==> src/rtl/serial_drive_command_mixer_defines.svh <==
// ----------------------------------------------------------------------------
// Serial drive command mixer: assertion macros
// Property wrappers for the mixer's concurrent checks.
// ----------------------------------------------------------------------------
`ifndef SERIAL_DRIVE_COMMAND_MIXER_DEFINES_SVH
`define SERIAL_DRIVE_COMMAND_MIXER_DEFINES_SVH

// Check that cons holds in the same cycle as ante
`define SDCM_ASSERT_NOW(label, clk, rst_n, ante, cons, msg) \
    label: assert property (@(posedge clk) disable iff (!(rst_n)) (ante) |-> (cons)) \
        else $error(msg);

// Check that cons holds in the cycle after ante
`define SDCM_ASSERT_NEXT(label, clk, rst_n, ante, cons, msg) \
    label: assert property (@(posedge clk) disable iff (!(rst_n)) (ante) |=> (cons)) \
        else $error(msg);

`endif

==> src/rtl/sdcm_pkg.sv <==
// ----------------------------------------------------------------------------
// Serial drive command mixer package
// States, command bytes, arithmetic constants and control structs.
// ----------------------------------------------------------------------------
`timescale 1ns / 1ps
`default_nettype none

package sdcm_pkg;

    // Field widths
    localparam int RX_W    = 8;
    localparam int TRACK_W = 7;
    localparam int CMP_W   = 13;

    // Command bytes
    localparam logic [RX_W-1:0] CH_START   = 8'd58;   // ':'
    localparam logic [RX_W-1:0] CH_LINEAR  = 8'd115;  // 's'
    localparam logic [RX_W-1:0] CH_ANGULAR = 8'd97;   // 'a'
    localparam logic [RX_W-1:0] CH_ESC     = 8'd27;
    localparam logic [RX_W-1:0] CH_MINUS   = 8'd45;   // '-'

    // Track term after reset
    localparam logic [TRACK_W-1:0] TRACK_RESET = 7'd44;

    // Divide by 100: x * 5243 >> 19 is exact for x below 2^15
    localparam logic [12:0] RECIP_100 = 13'd5243;
    localparam int          Q_SHIFT   = 19;

    // PWM compare: (125 * |v| - 7) / 10, divide by 10 as x * 52429 >> 19
    localparam logic [15:0] PWM_GAIN   = 16'd125;
    localparam logic [15:0] PWM_OFFSET = 16'd7;
    localparam logic [15:0] RECIP_10   = 16'd52429;
    localparam int          CMP_SHIFT  = 19;

    typedef enum logic [3:0] {
        S_IDLE,
        S_RECV,
        S_LIN_SIGN,
        S_LIN_MAG,
        S_ANG_SIGN,
        S_ANG_MAG,
        S_MUL,
        S_DIV,
        S_MIX,
        S_SCALE,
        S_CMP
    } t_state;

    // Controller to datapath
    typedef struct packed {
        logic in_ready;
        logic load_sign;
        logic load_lin;
        logic load_ang;
        logic step_mul;
        logic step_div;
        logic step_mix;
        logic step_scale;
        logic load_out;
    } t_ctrl_cmd;

    // Datapath to controller
    typedef struct packed {
        logic out_free;
    } t_dp_status;

endpackage

`default_nettype wire

==> src/rtl/sdcm_ctrl.sv <==
// ----------------------------------------------------------------------------
// Serial drive command mixer controller
// Parses the command byte stream and sequences the mixing datapath.
// ----------------------------------------------------------------------------
`timescale 1ns / 1ps
`default_nettype none
`include "serial_drive_command_mixer_defines.svh"

module sdcm_ctrl
    import sdcm_pkg::*;
(
    input  wire logic            i_clk,
    input  wire logic            i_rst_n,
    input  wire logic            i_in_valid,
    input  wire logic [RX_W-1:0] i_rx_byte,
    input  wire t_dp_status      i_status,
    output t_ctrl_cmd            o_cmd
);

    t_state r_state;
    t_state n_state;
    logic   w_accept;

    assign w_accept = i_in_valid && o_cmd.in_ready;

    // State register
    always_ff @(posedge i_clk) begin
        if (!i_rst_n) begin
            r_state <= S_IDLE;
        end else begin
            r_state <= n_state;
        end
    end

    // Next state
    always_comb begin
        n_state = r_state;
        case (r_state)
            S_IDLE: begin
                if (w_accept && (i_rx_byte == CH_START)) begin
                    n_state = S_RECV;
                end
            end
            S_RECV: begin
                if (w_accept) begin
                    if (i_rx_byte == CH_LINEAR) begin
                        n_state = S_LIN_SIGN;
                    end else if (i_rx_byte == CH_ANGULAR) begin
                        n_state = S_ANG_SIGN;
                    end else if (i_rx_byte == CH_ESC) begin
                        n_state = S_MUL;
                    end
                end
            end
            S_LIN_SIGN: begin
                if (w_accept) begin
                    n_state = S_LIN_MAG;
                end
            end
            S_ANG_SIGN: begin
                if (w_accept) begin
                    n_state = S_ANG_MAG;
                end
            end
            S_LIN_MAG, S_ANG_MAG: begin
                if (w_accept) begin
                    n_state = S_RECV;
                end
            end
            S_MUL:   n_state = S_DIV;
            S_DIV:   n_state = S_MIX;
            S_MIX:   n_state = S_SCALE;
            S_SCALE: n_state = S_CMP;
            S_CMP: begin
                if (i_status.out_free) begin
                    n_state = S_IDLE;
                end
            end
            default: n_state = S_IDLE;
        endcase
    end

    // Commands to the datapath
    always_comb begin
        o_cmd = '0;
        case (r_state)
            S_IDLE, S_RECV: begin
                o_cmd.in_ready = 1'b1;
            end
            S_LIN_SIGN, S_ANG_SIGN: begin
                o_cmd.in_ready  = 1'b1;
                o_cmd.load_sign = i_in_valid;
            end
            S_LIN_MAG: begin
                o_cmd.in_ready = 1'b1;
                o_cmd.load_lin = i_in_valid;
            end
            S_ANG_MAG: begin
                o_cmd.in_ready = 1'b1;
                o_cmd.load_ang = i_in_valid;
            end
            S_MUL:   o_cmd.step_mul   = 1'b1;
            S_DIV:   o_cmd.step_div   = 1'b1;
            S_MIX:   o_cmd.step_mix   = 1'b1;
            S_SCALE: o_cmd.step_scale = 1'b1;
            S_CMP:   o_cmd.load_out   = i_status.out_free;
            default: o_cmd = '0;
        endcase
    end

    // ESC while receiving starts the mixing sequence
    `SDCM_ASSERT_NEXT(a_esc_starts_mix, i_clk, i_rst_n,
        (r_state == S_RECV) && i_in_valid && (i_rx_byte == CH_ESC),
        r_state == S_MUL, "ESC in receive did not start mixing")

    // Stored speeds stay put while the mix is computed
    `SDCM_ASSERT_NOW(a_speeds_hold, i_clk, i_rst_n,
        (r_state == S_MUL) || (r_state == S_DIV) || (r_state == S_MIX) ||
        (r_state == S_SCALE) || (r_state == S_CMP),
        !(o_cmd.in_ready || o_cmd.load_sign || o_cmd.load_lin || o_cmd.load_ang),
        "speed register loaded during mixing")

    // A handed-off result returns the parser to idle
    `SDCM_ASSERT_NEXT(a_done_to_idle, i_clk, i_rst_n,
        (r_state == S_CMP) && i_status.out_free,
        r_state == S_IDLE, "parser did not return to idle after result")

endmodule

`default_nettype wire

==> config.mk <==
export PLATFORM = sky130hd
export DESIGN_NAME = sdcm_ctrl
export DESIGN_NICKNAME = d
export VERILOG_FILES = /design/src/rtl/sdcm_pkg.sv /design/src/rtl/sdcm_ctrl.sv
export VERILOG_INCLUDE_DIRS = /design/src /design/src/rtl
export SDC_FILE = /design/constraint.sdc
export NUM_CORES = 1
export LEC_CHECK = 0
export ABC_CLOCK_PERIOD_IN_PS = 3900
export BUFFER_PORTS_ARGS = -buffer_cell sky130_fd_sc_hd__buf_2
export CAP_MARGIN = 20
export CORE_AREA = 2 2 39 41
export CTS_CLUSTER_SIZE = 12
export DETAILED_ROUTE_END_ITERATION = 8
export DIE_AREA = 0 0 41 43
export GPL_TIMING_DRIVEN = 0
export PLACE_DENSITY = 0.69
export SLEW_MARGIN = 10
export SYNTH_ARGS = -nofsm -noshare
export SYNTH_HDL_FRONTEND = slang
export SYNTH_SLANG_ARGS = --single-unit
==> constraint.sdc <==
create_clock -name i_clk -period 3.9 [get_ports i_clk]
set_input_delay 1.17 -clock i_clk [delete_from_list [all_inputs] [get_ports i_clk]]
set_output_delay 1.17 -clock i_clk [all_outputs]
set_load 0.02 [all_outputs]
==> flow_summary.ini <==
[die]
die_h_um = 43
core_um2 = 1380
ios = 21
die_width_um = 41
initial_core_util_pct = 30.8
rows = 14
dieArea_um2 = 1760

[critical_path]
cp.arrival_ns = 1.74
crit_family = buffers and inverters
reg2regPathDepth = 5
slowest_stage = nor4_1
r2r_end = r_state[1]
r2r-start = r_state[3]
reg2reg_setup_slack_ns = 2.33
worst-path-buf-inv = 3
cp_max_fo = 3
start_kind = input pin
crit_path_end_kind = primary output
critPathKind = input pin to primary output
path_common_cell = buf_2
path_depth = 4
crit_chain = buf_2 > inv_1 > nor4_1 > buf_2
slowest_delay_ns = 0.21
crit_required_ns = 2.73

[global_routing]
grt_use_met2_pct = 21.3
use_met1_pct = 14.8
grt_max_degree = 11
grt_first_pass_wirelength_mm = 1.57
antenna_found_initial = 0
use_met3_pct = 3.14
top_usage_layer = met2
grt_pass1_vias = 419
track_usage_pct = 12.3
grt_remaining_overflow = 0

[placed_design]
dp.cells = 94
port_buffers = 20
gp_congestion = 0.766
dpl.hpwl_um = 834

[power_and_ir_drop]
p_leak_nw = 0.281
power.switching_w = 0.0000219
p_clk_share_pct = 46.5
intPower_w = 0.0000827
power_frac_seq_pct = 39.5
comb_power_share_pct = 14.0
irDropWorstVdd_uv = 111
powerDensity_nw_per_um2 = 184
swShare_pct = 20.9

[layout]
layout.cells.non_filler = 97
fin_nets = 95
final_core_util_pct = 41.1
largest_reg_flops = 4
max_flop_register = r_state
drive_gt1_share_pct = 34.6
antennaDiodeCount = 0
area_growth_pct = 33.4
top_regs = r_state x4
fillers = 157

[routing]
via_count = 498
firstDrtPassIters = 3
drc = 0
drtIter0Drc = 7
postRouteAntennaNets = 0
wirelength_mm = 1.09
viasPerCell = 5.13
wl_per_cell_um = 11.2

[timing]
timing.fmax_mhz = 344
post-route-period-util_pct = 74.6
rsz0062_at_grt = false
finalMaxSlewViolations = 0
finalSetupViolCount = 0
hold_viol_final = 0
tns_ns = 0
timing.final.crit_period_ns = 2.91
skew_ns = 0.00105
tightest_slew_ns = 0.310
slew-limit-headroom_pct = 79.2

[clocking]
cts.repair.resized = 0
cts-root-buf = clkbuf_4
cts.sinks = 4
cts.htree.levels = 1
clk_transition_reported_paths_ns = 0.03
cts_buffers = 3
clock_latency_ns = 0.23
postCtsSetupBuffers = 0
cts_hold_buf = 0
tritoncts = yes
clockBufferDepth = 2

[min_path]
hp-start = r_state[2]
hp-class = flip-flop to flip-flop
hold_path_depth = 3
min_to = r_state[2]

[status]
status = finished clean

[synthesis]
syn_inst = 58
ys_warn_count = 0
synth_seq_cells = 4
yosysSeqAreaShare_pct = 18.8
synth_area_per_cell_um2 = 7.36
syn_area_um2 = 427
synthesis.nets = 70
yosysUniqueCellTypes = 27

[run]
drv_cap = 0
## metrics by stage
| step | hold slack [ns] | power (W) | cell area, um^2 | setup WS, ns |
|---|---|---|---|---|
| floorplan | 0.572 | 0.0000475 | 427 | 0.835 |
| global placement | 0.607 | 0.0000558 | 547 | 0.983 |
| detailed placement | 0.615 | 0.0000562 | 547 | 0.986 |
| CTS | 0.621 | 0.000107 | 569 | 0.985 |
| global route | 0.651 | 0.000112 | 569 | 0.922 |
| finish | 0.609 | 0.000105 | 569 | 0.992 |
## placed cells by master, fill, tap and decap left out, types with 3 or more instances in the layout
master / instances
a31oi_1: 3
buf_2: 22
clkbuf_4: 3
dfxtp_1: 4
mux2i_1: 3
nand2_1: 5
nand2b_1: 3
nor2_1: 7
nor3_1: 4
o21ai_0: 3
## synthesized netlist by cell type
cell type,instances,share of area [%]
or2b_1,1,1.8
xnor2_1,2,4.1
or3b_1,1,2.1
a211o_2,1,2.3
a31oi_1,3,4.4
nor4_1,2,2.9
o31ai_1,1,1.8
nand2_1,5,4.4
nor3_1,4,4.7
o21a_1,2,3.5
buf_2,2,2.3
nor2b_1,1,1.5
buf_6,2,5.3
mux2i_1,3,7.0
and4b_1,2,4.7
or4b_1,1,2.3
o21ai_0,3,3.5
dfxtp_1,4,19
a21oi_1,1,1.2
inv_1,2,1.8
nand2b_1,3,4.4
nor2_1,7,6.2
a41oi_1,1,2.1
or4_1,1,1.8
a211o_1,1,2.1
nand3_1,1,1.2
nand4b_1,1,2.1
## power groups by stage
stage / clock (W) / sequential (W) / combinational (W)
finish: 0.0000486 / 0.0000413 / 0.0000147
global route: 0.0000546 / 0.0000412 / 0.0000158
CTS: 0.0000509 / 0.0000412 / 0.0000145
detailed placement: 0 / 0.0000419 / 0.0000144
global placement: 0 / 0.0000419 / 0.0000140
floorplan: 0 / 0.0000418 / 0.00000567
## cell families after synthesis
family                    share of synthesized area, %
DFF                                               18.8
buffers and inverters                             9.38
and+or+nand+nor                                   39.9
xor gates and xnor gates                          4.11
muxes                                             7.04
AOI/OAI and AO/OA                                 20.8
## how the worst max path moves through the flow
stage | end | slack, ns | from
after detailed placement | o_cmd[6] | 0.99 | i_in_valid
after floorplan | o_cmd[6] | 0.83 | i_in_valid
after CTS | o_cmd[6] | 0.99 | i_in_valid
after global routing | o_cmd[7] | 0.92 | i_in_valid
after global placement | o_cmd[7] | 0.98 | i_in_valid
final | o_cmd[7] | 0.99 | i_in_valid
## layout make-up
type,count,area [um^2],area share [%]
Multi-Input combinational cell,48,307,53.8
Timing Repair Buffer,20,100,17.6
Sequential cell,4,80.1,14.1
Buffer,4,32.5,5.71
Clock buffer,3,22.5,3.96
Tap cell,16,20.0,3.52
Inverter,2,7.51,1.32
## worst reg2reg max path, stage by stage (launching register included)
cell     delay (ns)
dfxtp_1        0.31
buf_6          0.13
or4_1          0.53
a31oi_1        0.17
a211o_2        0.17
mux2i_1        0.19
## per-layer routing
metal	up-vias	wire, um	part of all wire (%)
met4	0	0	0
met5	-	0	0
met3	0	74	6.8
li1	259	-	-
met2	15	507	47
met1	224	508	47
Power figures use the tool's default switching activity.
