File: config.mk
export PLATFORM = sky130hd
export DESIGN_NAME = sdcm_dp
export DESIGN_NICKNAME = d
export VERILOG_FILES = /design/src/rtl/serial_drive_command_mixer_defines.svh /design/src/rtl/sdcm_pkg.sv /design/src/rtl/sdcm_dp.sv
export SDC_FILE = /design/constraint.sdc
export NUM_CORES = 1
export LEC_CHECK = 0
export BUFFER_PORTS_ARGS = -buffer_cell sky130_fd_sc_hd__buf_4
export CORE_MARGIN = 3
export CORE_UTILIZATION = 60
export DETAILED_ROUTE_END_ITERATION = 7
export PLACE_DENSITY = 0.8
export REMOVE_ABC_BUFFERS = 1
export SETUP_SLACK_MARGIN = 0.3
export SLEW_MARGIN = 20
export SYNTH_ARGS = -nofsm -noshare
export SYNTH_HDL_FRONTEND = slang
export SYNTH_SLANG_ARGS = --single-unit
File: constraint.sdc
create_clock -name i_clk -period 5.8 [get_ports i_clk]
set_input_delay 0.58 -clock i_clk [delete_from_list [all_inputs] [get_ports i_clk]]
set_output_delay 0.58 -clock i_clk [all_outputs]
set_load 0.02 [all_outputs]
File: src/rtl/serial_drive_command_mixer_defines.svh
// ----------------------------------------------------------------------------
// Serial drive command mixer: assertion macros
// Property wrappers for the mixer's concurrent checks.
// ----------------------------------------------------------------------------
`ifndef SERIAL_DRIVE_COMMAND_MIXER_DEFINES_SVH
`define SERIAL_DRIVE_COMMAND_MIXER_DEFINES_SVH

// Check that cons holds in the same cycle as ante
`define SDCM_ASSERT_NOW(label, clk, rst_n, ante, cons, msg) \
    label: assert property (@(posedge clk) disable iff (!(rst_n)) (ante) |-> (cons)) \
        else $error(msg);

// Check that cons holds in the cycle after ante
`define SDCM_ASSERT_NEXT(label, clk, rst_n, ante, cons, msg) \
    label: assert property (@(posedge clk) disable iff (!(rst_n)) (ante) |=> (cons)) \
        else $error(msg);

`endif

File: src/rtl/sdcm_pkg.sv
// ----------------------------------------------------------------------------
// Serial drive command mixer package
// States, command bytes, arithmetic constants and control structs.
// ----------------------------------------------------------------------------
`timescale 1ns / 1ps
`default_nettype none

package sdcm_pkg;

    // Field widths
    localparam int RX_W    = 8;
    localparam int TRACK_W = 7;
    localparam int CMP_W   = 13;

    // Command bytes
    localparam logic [RX_W-1:0] CH_START   = 8'd58;   // ':'
    localparam logic [RX_W-1:0] CH_LINEAR  = 8'd115;  // 's'
    localparam logic [RX_W-1:0] CH_ANGULAR = 8'd97;   // 'a'
    localparam logic [RX_W-1:0] CH_ESC     = 8'd27;
    localparam logic [RX_W-1:0] CH_MINUS   = 8'd45;   // '-'

    // Track term after reset
    localparam logic [TRACK_W-1:0] TRACK_RESET = 7'd44;

    // Divide by 100: x * 5243 >> 19 is exact for x below 2^15
    localparam logic [12:0] RECIP_100 = 13'd5243;
    localparam int          Q_SHIFT   = 19;

    // PWM compare: (125 * |v| - 7) / 10, divide by 10 as x * 52429 >> 19
    localparam logic [15:0] PWM_GAIN   = 16'd125;
    localparam logic [15:0] PWM_OFFSET = 16'd7;
    localparam logic [15:0] RECIP_10   = 16'd52429;
    localparam int          CMP_SHIFT  = 19;

    typedef enum logic [3:0] {
        S_IDLE,
        S_RECV,
        S_LIN_SIGN,
        S_LIN_MAG,
        S_ANG_SIGN,
        S_ANG_MAG,
        S_MUL,
        S_DIV,
        S_MIX,
        S_SCALE,
        S_CMP
    } t_state;

    // Controller to datapath
    typedef struct packed {
        logic in_ready;
        logic load_sign;
        logic load_lin;
        logic load_ang;
        logic step_mul;
        logic step_div;
        logic step_mix;
        logic step_scale;
        logic load_out;
    } t_ctrl_cmd;

    // Datapath to controller
    typedef struct packed {
        logic out_free;
    } t_dp_status;

endpackage

`default_nettype wire

File: src/rtl/sdcm_dp.sv
// ----------------------------------------------------------------------------
// Serial drive command mixer datapath
// Speed registers, differential mix arithmetic and the result register.
// ----------------------------------------------------------------------------
`timescale 1ns / 1ps
`default_nettype none

module sdcm_dp
    import sdcm_pkg::*;
(
    input  wire logic               i_clk,
    input  wire logic               i_rst_n,
    input  wire logic               i_cfg_we,
    input  wire logic [TRACK_W-1:0] i_cfg_wdata,
    input  wire logic [RX_W-1:0]    i_rx_byte,
    input  wire t_ctrl_cmd          i_cmd,
    output t_dp_status              o_status,
    input  wire logic               i_out_ready,
    output logic                    o_out_valid,
    output logic [CMP_W-1:0]        o_left_compare,
    output logic [CMP_W-1:0]        o_right_compare,
    output logic                    o_left_forward,
    output logic                    o_right_forward
);

    // Halve toward zero
    function automatic logic [9:0] half_tz(input logic [10:0] s);
        logic [10:0] a;
        a = s + {10'd0, s[10]};
        return a[10:1];
    endfunction

    // Magnitude of a wheel speed, at most 416
    function automatic logic [8:0] mag10(input logic [9:0] v);
        logic [9:0] n;
        n = ~v + 10'd1;
        return v[9] ? n[8:0] : v[8:0];
    endfunction

    logic [TRACK_W-1:0] r_track;
    logic               r_neg_pend;
    logic [8:0]         r_lin;
    logic [8:0]         r_ang;
    logic [15:0]        r_prod;
    logic               r_tneg;
    logic [8:0]         r_q;
    logic [8:0]         r_lmag;
    logic [8:0]         r_rmag;
    logic               r_lfwd;
    logic               r_rfwd;
    logic [15:0]        r_lnum;
    logic [15:0]        r_rnum;
    logic               r_out_valid;
    logic [CMP_W-1:0]   r_lcmp;
    logic [CMP_W-1:0]   r_rcmp;
    logic               r_lfwd_out;
    logic               r_rfwd_out;

    logic [8:0]  w_mag;
    logic [8:0]  w_smag;
    logic [8:0]  w_ang_abs;
    logic [28:0] w_qprod;
    logic [10:0] w_t;
    logic [10:0] w_lin2;
    logic [9:0]  w_left;
    logic [9:0]  w_right;
    logic [31:0] w_lcprod;
    logic [31:0] w_rcprod;

    // Track register
    always_ff @(posedge i_clk) begin
        if (!i_rst_n) begin
            r_track <= TRACK_RESET;
        end else if (i_cfg_we) begin
            r_track <= i_cfg_wdata;
        end
    end

    // Sign and speed registers
    assign w_mag  = {1'b0, i_rx_byte};
    assign w_smag = r_neg_pend ? (~w_mag + 9'd1) : w_mag;

    always_ff @(posedge i_clk) begin
        if (!i_rst_n) begin
            r_neg_pend <= 1'b0;
            r_lin      <= '0;
            r_ang      <= '0;
        end else begin
            if (i_cmd.load_sign) begin
                r_neg_pend <= (i_rx_byte == CH_MINUS);
            end
            if (i_cmd.load_lin) begin
                r_lin <= w_smag;
            end
            if (i_cmd.load_ang) begin
                r_ang <= w_smag;
            end
        end
    end

    // Mix arithmetic, one step per cycle
    assign w_ang_abs = r_ang[8] ? (~r_ang + 9'd1) : r_ang;
    assign w_qprod   = 29'(r_prod) * 29'(RECIP_100);
    assign w_t       = r_tneg ? (~{2'b00, r_q} + 11'd1) : {2'b00, r_q};
    assign w_lin2    = {r_lin[8], r_lin, 1'b0};
    assign w_left    = half_tz(w_lin2 - w_t);
    assign w_right   = half_tz(w_lin2 + w_t);
    assign w_lcprod  = 32'(r_lnum) * 32'(RECIP_10);
    assign w_rcprod  = 32'(r_rnum) * 32'(RECIP_10);

    always_ff @(posedge i_clk) begin
        if (i_cmd.step_mul) begin
            r_prod <= 16'(w_ang_abs) * 16'(r_track);
            r_tneg <= r_ang[8];
        end
        if (i_cmd.step_div) begin
            r_q <= w_qprod[Q_SHIFT +: 9];
        end
        if (i_cmd.step_mix) begin
            r_lmag <= mag10(w_left);
            r_rmag <= mag10(w_right);
            r_lfwd <= !w_left[9];
            r_rfwd <= !w_right[9];
        end
        if (i_cmd.step_scale) begin
            r_lnum <= 16'(r_lmag) * PWM_GAIN - PWM_OFFSET;
            r_rnum <= 16'(r_rmag) * PWM_GAIN - PWM_OFFSET;
        end
    end

    // Result register: load on hand-off, drop when taken
    always_ff @(posedge i_clk) begin
        if (!i_rst_n) begin
            r_out_valid <= 1'b0;
        end else if (i_cmd.load_out) begin
            r_out_valid <= 1'b1;
        end else if (i_out_ready) begin
            r_out_valid <= 1'b0;
        end
    end

    always_ff @(posedge i_clk) begin
        if (i_cmd.load_out) begin
            r_lcmp     <= (r_lmag == 9'd0) ? '0 : w_lcprod[CMP_SHIFT +: CMP_W];
            r_rcmp     <= (r_rmag == 9'd0) ? '0 : w_rcprod[CMP_SHIFT +: CMP_W];
            r_lfwd_out <= r_lfwd;
            r_rfwd_out <= r_rfwd;
        end
    end

    assign o_status.out_free = !r_out_valid || i_out_ready;
    assign o_out_valid       = r_out_valid;
    assign o_left_compare    = r_lcmp;
    assign o_right_compare   = r_rcmp;
    assign o_left_forward    = r_lfwd_out;
    assign o_right_forward   = r_rfwd_out;

endmodule

`default_nettype wire

==> impl_metrics.env <==
export IMPL_hold_path_class="in -> reg"
export IMPL_rsz0062_at_grt="true"
export IMPL_drc=0
export IMPL_wl_per_cell_um=16.9
export IMPL_skew_ps=9.02
export IMPL_cp_end_kind="register"
export IMPL_ant_nets=0
export IMPL_first_pass_iters=7
export IMPL_place_area_um2=25900
export IMPL_dr_total_vias=17200
export IMPL_io_pins=58
export IMPL_multi_input_area_um2=18800
export IMPL_routed_wl_um=52600
export IMPL_cts_hold_buf=0
export IMPL_yosys_register_bits=133
export IMPL_arrival_ps=5940
export IMPL_timing_final_crit_share_pct=98.7
export IMPL_post_drt_via_cell_ratio=5.50
export IMPL_initial_utilization_pct=60.9
export IMPL_clockBufferDepth=2
export IMPL_synth_edf_count=106
export IMPL_hold_viol=0
export IMPL_clock_latency_ps=450
export IMPL_die_area_um2=42900
export IMPL_stdcell_area_um2=27500
export IMPL_startpoint_type="register"
export IMPL_ys_flop_type="edfxtp_1"
export IMPL_antenna_found_initial=0
export IMPL_min_from="i_cfg_wdata[3]"
export IMPL_portBuffers=56
export IMPL_clkSinkCount=133
export IMPL_drtIter0Drc=746
export IMPL_tightest_slew_ps=1030
export IMPL_syn_cell_area_um2=24300
export IMPL_async_reset_ff_share_pct=0
export IMPL_fp_dieW_um=207
export IMPL_grt_max_degree=33
export IMPL_ff_latch_area_um2=3730
export IMPL_rows=73
export IMPL_crit_start="r_lnum[6]$_DFFE_PP_"
export IMPL_grt_use_total_pct=24.1
export IMPL_cts_root_buf="clkbuf_16"
export IMPL_cp_required_ps=6010
export IMPL_dieHeight_um=207
export IMPL_path_class="reg -> reg"
export IMPL_num_antenna_cells=0
export IMPL_place_hpwl_um=43000
export IMPL_yosysWarnings=0
export IMPL_synthCells=2401
export IMPL_core_um2=39800
export IMPL_finalCriticalPeriod_ps=5730
export IMPL_cts_buffers=17
export IMPL_ys_types=76
export IMPL_max_freq_ghz=0.175
export IMPL_avgSynthCellArea_um2=10.1
export IMPL_gp_congestion=0.931
export IMPL_cap_viol_max_count=0
export IMPL_cts_tree="built"
export IMPL_r2r_start="r_lnum[6]$_DFFE_PP_"
export IMPL_clkSlewWorstSetupHoldPaths_ps=70
export IMPL_crit_fanout=3
export IMPL_grt_pass1_wl_um=85800
export IMPL_area_growth_pct=13.3
export IMPL_final_nets=3447
export IMPL_drive_gt1_share_pct=12.5
export IMPL_fillers=2875
export IMPL_h_tree_depth=4
export IMPL_slew_violations=0
export IMPL_setup_viol=0
export IMPL_seq_area_frac_synth_pct=15.3
export IMPL_grt_overflow_total=0
export IMPL_whs_ps=347
export IMPL_slew_headroom_pct=29.6
export IMPL_grt_pass1_vias=18300
export IMPL_outcome="finished clean"
[registers in the layout, summed over array words and instances, names as in the netlist, 7 cells and up]
register / flops
r_lnum: 16
r_lin: 9
r_prod: 16
r_rmag: 9
r_rnum: 16
o_right_compare: 13
r_ang: 9
r_q: 9
r_track: 7
o_left_compare: 13
r_lmag: 9
[metal layers]
layer  vias to the layer above  track usage, %  routed length, um
li1                       8105               -                  -
met1                      8593            29.0              21100
met2                       344            44.9              28300
met3                       109            3.00               1650
met4                         0            7.94               1490
met5                         -               0                  0
[through the flow]
step,instances,setup WS (ps),TNS [ps],util [%]
5_1_grt,3120,-113,-390,69.0
3_3_place_gp,3050,21.2,0,65.1
2_1_floorplan,2376,315,0,-
4_1_cts,3093,118,0,67.5
3_5_place_dp,3050,-87.0,-95.5,65.1
6_report,3120,73.1,0,69.0
[worst max-delay path: stages, from the launching register on]
cell and delay [ps]:
edfxtp_1 410, ha_1 330, inv_1 80, fa_1 550, inv_2 60, fa_1 540, fa_1 450, fa_1 510
inv_2 40, fa_1 490, inv_2 50, ha_4 270, and3_4 200, nand3_4 90, o31ai_4 350, nand4_1 160
a31oi_1 190, buf_4 160, a21oi_2 70, a21oi_2 160, mux2_4 310
[repair_timing]
| item | in CTS | in global routing |
|---|---|---|
| pin swaps | 23 | 37 |
| resized for setup | 40 | 75 |
| endpoints found under the setup margin | 30 | 48 |
| buffers inserted | 11 | 27 |
[synth_stat cells (34+ instances only)]
library cell | count | area (um^2)
a21oi_1 | 56 | 280
edfxtp_1 | 106 | 3180
fa_1 | 322 | 6450
ha_1 | 515 | 6440
inv_1 | 612 | 2300
nand2_1 | 75 | 282
nor2_1 | 89 | 334
nor2b_1 | 46 | 288
o21ai_0 | 34 | 170
xnor2_1 | 103 | 902
xor2_1 | 52 | 455
[area by class of cell]
class,instances,area share (%)
Inverter,612,8.36
Sequential cell,133,13.6
Tap cell,525,2.39
Clock buffer,17,1.55
Timing Repair Buffer,187,5.19
Clock inverter,15,0.737
Multi-Input combinational cell,1631,68.2
[worst paths after layout]
kind / endpoint / slack, ps / depth (start not counted)
setup reg to reg: o_left_compare[11]$_SDFFCE_PN0P_ / 70 / 20
hold reg to reg: o_right_forward$_DFFE_PP_ / 430 / 0
setup / recovery: o_left_compare[11]$_SDFFCE_PN0P_ / 70 / 20
hold / removal: r_track[3]$_SDFFE_PN1P_ / 350 / 3
[kinds of logic after synthesis]
group | Yosys count | share of synthesized area, %
adders and majority gates | 837 | 53.1
buffers and inverters | 637 | 9.88
and+or+nand+nor | 368 | 7.84
AOI/OAI and AO/OA | 249 | 7.26
xor gates and xnor gates | 156 | 5.66
DFF | 133 | 15.3
muxes | 21 | 0.887
[cells in the final DEF, fill, tap and decap left out, types with 8 or more instances in the layout]
cell type	Yosys	final
dfxtp_1	27	25
clkbuf_16	0	17
ha_4	0	17
nand2_1	75	73
a21oi_1	56	47
nand3_1	25	24
o21a_1	13	13
a21oi_2	0	9
nand2b_1	16	16
buf_4	0	181
nor3_1	31	28
nand4_1	8	8
a21o_1	21	21
o211a_1	16	16
inv_1	612	600
o21ai_0	34	29
xnor2_1	103	98
nor2b_1	46	45
edfxtp_1	106	106
and2_1	31	31
xor2_1	52	51
mux2i_1	17	17
ha_1	515	495
a211oi_1	14	9
a31oi_1	11	9
nor2_1	89	87
o21bai_1	16	15
inv_2	0	12
fa_1	322	320
Power is not shown: default switching activity piles up to over one toggle a cycle in this logic, so the estimate is an artifact.
